## src/hdl/rbfd_pkg.sv

```systemverilog
// ----------------------------------------------------------------------------
// rbfd_pkg
// Shared types and constants of the feedback word decoder.
// ----------------------------------------------------------------------------
`timescale 1ns / 1ps
`default_nettype none

package rbfd_pkg;

  localparam int unsigned ADDRESS_COUNT = 128;
  localparam int unsigned STORE_DEPTH   = 128;
  localparam int unsigned IDX_W         = $clog2(STORE_DEPTH);
  localparam int unsigned CNT_W         = 16;
  localparam int unsigned OUT_CNT_W     = 16;
  localparam int unsigned GAP_W         = 16;
  localparam int unsigned NIB_W         = 7;
  localparam int unsigned ADDR_W        = 8;
  localparam int unsigned SAMPLES_W     = 24;
  localparam int unsigned DATA_BITS     = 8;

  localparam logic [ADDR_W-1:0] ADDR_BASE     = 8'd129;
  localparam logic [GAP_W-1:0]  NORMAL_GAP_RST = 16'd6850;
  localparam logic [GAP_W-1:0]  ERROR_GAP_RST  = 16'd10700;

  typedef enum logic {
    MODE_WORD  = 1'b0,
    MODE_QUERY = 1'b1
  } mode_e;

  typedef enum logic {
    REG_NORMAL_GAP = 1'b0,
    REG_ERROR_GAP  = 1'b1
  } cfg_reg_e;

  // One status record of an address
  typedef struct packed {
    logic [CNT_W-1:0] msg_cnt;
    logic [CNT_W-1:0] samp_err_cnt;
    logic [CNT_W-1:0] par_err_cnt;
    logic [NIB_W-1:0] nib_lo;
    logic [NIB_W-1:0] nib_hi;
  } entry_t;

  localparam int unsigned ENTRY_W = $bits(entry_t);

  typedef struct packed {
    logic [NIB_W-1:0] payload;
    logic             parity_failed;
    logic             uncertain;
  } vote_t;

endpackage

`default_nettype wire

```

## src/hdl/rbfd_vote.sv

```systemverilog
// ----------------------------------------------------------------------------
// rbfd_vote
// Majority vote of the sample triplets, inversion and odd parity check.
// ----------------------------------------------------------------------------
`timescale 1ns / 1ps
`default_nettype none

module rbfd_vote
  import rbfd_pkg::*;
(
  input  wire logic [SAMPLES_W-1:0] samples_i,
  output vote_t                     vote_o
);

  logic [DATA_BITS-1:0] voted;
  logic [DATA_BITS-1:0] mixed;
  logic [DATA_BITS-1:0] data;
  logic                 failed;

  always_comb begin
    for (int b = 0; b < DATA_BITS; b++) begin
      voted[b] = (samples_i[3*b] & samples_i[3*b+1]) |
                 (samples_i[3*b] & samples_i[3*b+2]) |
                 (samples_i[3*b+1] & samples_i[3*b+2]);
      // not unanimous: some sample differs from the others
      mixed[b] = (samples_i[3*b] | samples_i[3*b+1] | samples_i[3*b+2]) &
                 ~(samples_i[3*b] & samples_i[3*b+1] & samples_i[3*b+2]);
    end
  end

  assign data   = ~voted;
  assign failed = ~(^data);

  assign vote_o.payload       = failed ? '0 : data[NIB_W-1:0];
  assign vote_o.parity_failed = failed;
  assign vote_o.uncertain     = |mixed;

endmodule

`default_nettype wire

```

## config.mk

```make
export PLATFORM = sky130hd
export DESIGN_NAME = rbfd_vote
export DESIGN_NICKNAME = d
export VERILOG_FILES = /design/src/hdl/rbfd_pkg.sv /design/src/hdl/rbfd_vote.sv
export SDC_FILE = /design/constraint.sdc
export NUM_CORES = 1
export LEC_CHECK = 0
export BUFFER_PORTS_ARGS = -buffer_cell sky130_fd_sc_hd__buf_2
export CAP_MARGIN = 20
export CORE_AREA = 10 10 47 49
export DETAILED_ROUTE_END_ITERATION = 10
export DIE_AREA = 0 0 57 59
export PLACE_DENSITY = 0.62
export REMOVE_ABC_BUFFERS = 1
export SYNTH_ARGS = -nofsm -noshare
export SYNTH_HDL_FRONTEND = slang
export SYNTH_SLANG_ARGS = --single-unit
```

## constraint.sdc

```tcl
create_clock -name vclk -period 1.6
set_input_delay 0.16 -clock vclk [all_inputs]
set_output_delay 0.16 -clock vclk [all_outputs]
set_load 0.02 [all_outputs]
```

# Yosys cells after proc, flatten, opt, wreduce, memory -nomap -nowiden
# Index checks and enable logic that the tools add are counted.
# classes
muxes	1
reduce_logical	2
bitwise	82
# ops
cell	n
1-bit bitwise AND	40
1-bit bitwise OR	32
1-bit inverter	9
8-bit inverter	1
8-bit OR reduction	1
8-bit parity	1
7-bit two-way mux	1
# word_totals
elab_cells	85
inputBits	24
output_inout_bits	9
reg_bits	0

# Longest topological paths before layout
# logic_depth
word_depth	6
ltp_mapped	5
depth_no_buf	5

# Worst setup path after synthesis
# No wires, ideal clock.
# synth_timing
kind	input port to output port
from	input port samples_i[2]
to	output port vote_o[2] (netlist bit)
required_ns	1.440
setup_slack_ns	0.092
arrival_time_ns	1.348
cell_stages	5
cell_sequence	maj3_2 > xor2_1 > xnor2_1 > xnor2_2 > nor2_1
# synth_lines
element	line_no	rtl
from (decl)	rbfd_vote.sv:11	input wire logic [SAMPLES_W-1:0] samples_i,
to (decl)	rbfd_vote.sv:12	output vote_t vote_o

==> flow_summary.yaml <==
timing:
  fin_crit_ps: 1650
  timing.slew.headroom_pct: 86.7
  setup-tns-final_ps: -336
  finalSetupViolations: 8
  fmax_ghz: 0.605
  maxSlewViolCount: 0
  rsz0062_at_grt: "yes"
  hold_viol: 0
  setup_ws_ps: -51.9
  worstMarginPinSlew_ps: 198
  finalCritPeriodShare_pct: 103
  fin_hold_ws_ps: 786
clocking:
  ctsHoldBuffers: 0
finish:
  seq_cells: 0
  syn_to_final_growth_pct: 179
  final_nets: 129
  drive_gt1_share_pct: 80.6
  diodes: 0
  utilization_pct: 62.9
  fin_cells: 119
  seq_area_um2: 0
  n_clock_buffer: 0
global_routing:
  track_usage_pct: 7.77
  grt_pass1_wl_mm: 2.32
  gr-total-overflow: 0
  grt_pass1_vias: 567
  antenna_found_initial: 0
  grt_max_degree: 9
floorplanning:
  pin_count: 33
  rows: 14
  coreArea_mm2: 0.00140
  start_util_pct: 22.6
  die_area_mm2: 0.00336
  die-height_um: 59
  fp.dieW_um: 57
pwr:
  p_leak_nw: 0.436
  max-vdd-ir-drop_v: 0.000383
  powerDensity_mw_per_mm2: 743
  power_mw: 0.655
synthesis:
  yosys_warnings: 0
  yosysSeqAreaShare_pct: 0
  synth_area_um2: 317
  synthTopCellsByCount: "maj3_2 (8), nor3_1 (8), and3_1 (7), nor2_1 (7)"
  yosysTopAreaCellShare_pct: 28.5
  synth_area_leader_cell: "maj3_2"
  synthCells: 44
  synth_cell_types: 11
  avgSynthCellArea_um2: 7.19
  synth.area.top_cells: "maj3_2 (28%), and3_1 (14%), nor3_1 (13%)"
placed_design:
  routabilityCongestion: 0.690
  dp_hpwl_mm: 1.20
  dpl.cell_count: 116
  port-buffer-count: 33
outcome:
  violations: "negative setup slack"
  outcome: "finished, violations left"
routing:
  drt_iter0_drc: 5
  drt-vias-per-instance: 4.57
  first_pass_iters: 4
  routed-via-count: 544
  drt_wl_total_mm: 1.49
  postRouteAntennaNets: 0
  wl_per_cell_um: 12.5
  remaining_drc_errors: 0
worst_setup_path:
  cp_max_fo: 8
  crit_type: "input port to primary output"
  cp-start-kind: "input port"
  end_kind: "primary output"
  crit_arrival_ps: 1490
  cp.required_ps: 1440
run:
  drv_cap: 0
min_path:
  hp-class: "input port to primary output"
worst paths after layout:
kind,startpoint,end,slack (ps),cells after the start
min,samples_i[16],vote_o[7],790,4
max,samples_i[2],vote_o[6],-50,8
worst max-delay path, stage by stage:
cell and delay (ps):
buf_2 110, maj3_2 350, xor2_2 200, xnor2_2 150, xnor2_2 140, buf_6 150, nor2_2 100, buf_6 130
metal layers:
| layer | track usage, % | part of all wire (%) | vias up | wire length, um |
|---|---|---|---|---|
| met2 | 16.7 | 61 | 16 | 914 |
| met3 | 1.93 | 7.7 | 0 | 115 |
| met4 | 0 | 0 | 0 | 0 |
| met1 | 7.44 | 31 | 245 | 461 |
| li1 | - | - | 283 | - |
| met5 | 0 | 0 | - | 0 |
placed cells by master (no fill, tap or decap):
master | Yosys | routed
and3_2 | 1 | 1
maj3_2 | 8 | 8
nor2_2 | 0 | 5
buf_6 | 0 | 18
xnor2_2 | 1 | 3
nor2_4 | 0 | 2
xor2_2 | 0 | 4
o22ai_1 | 4 | 4
and3_1 | 7 | 7
or4_1 | 1 | 1
nor3_1 | 8 | 8
buf_2 | 0 | 15
buf_4 | 1 | 27
cell type report:
type,instances,area (um2)
repair buffers,60,480
multi-input cells,43,382
well taps,16,20.0
fillers,120,519
timing repair:
item,in CTS,in global routing
pin swaps,6,9
gates resized for setup,18,23
setup endpoints to repair,8,8
buffers inserted,1,2
endpoints found under the hold margin,0,0
cloned,0,0
stage by stage:
stage | area [um2] | worst slack, ps
6_report | 882 | -51.9
5_1_grt | 882 | -116
4_1_cts | 764 | -71.3
3_5_place_dp | 674 | -110
3_3_place_gp | 674 | -104
2_1_floorplan | 309 | -0.234
where the power goes:
group / total [mW] / switching (mW) / internal, mW
Clock: 0 / 0 / 0
Combinational: 0.655 / 0.315 / 0.340
Sequential: 0 / 0 / 0
Total: 0.655 / 0.315 / 0.340
logic make-up (layout without fill, tap and decap cells):
group / count (synthesis) / in the layout / share of synthesized area [%]
xor+xnor: 7 / 7 / 21.7
fa+ha+maj: 8 / 8 / 28.5
compound gates: 4 / 4 / 7.90
simple gates: 24 / 24 / 39.5
buf+inv: 1 / 60 / 2.37
Note: power is estimated with default switching activity, not from simulation.
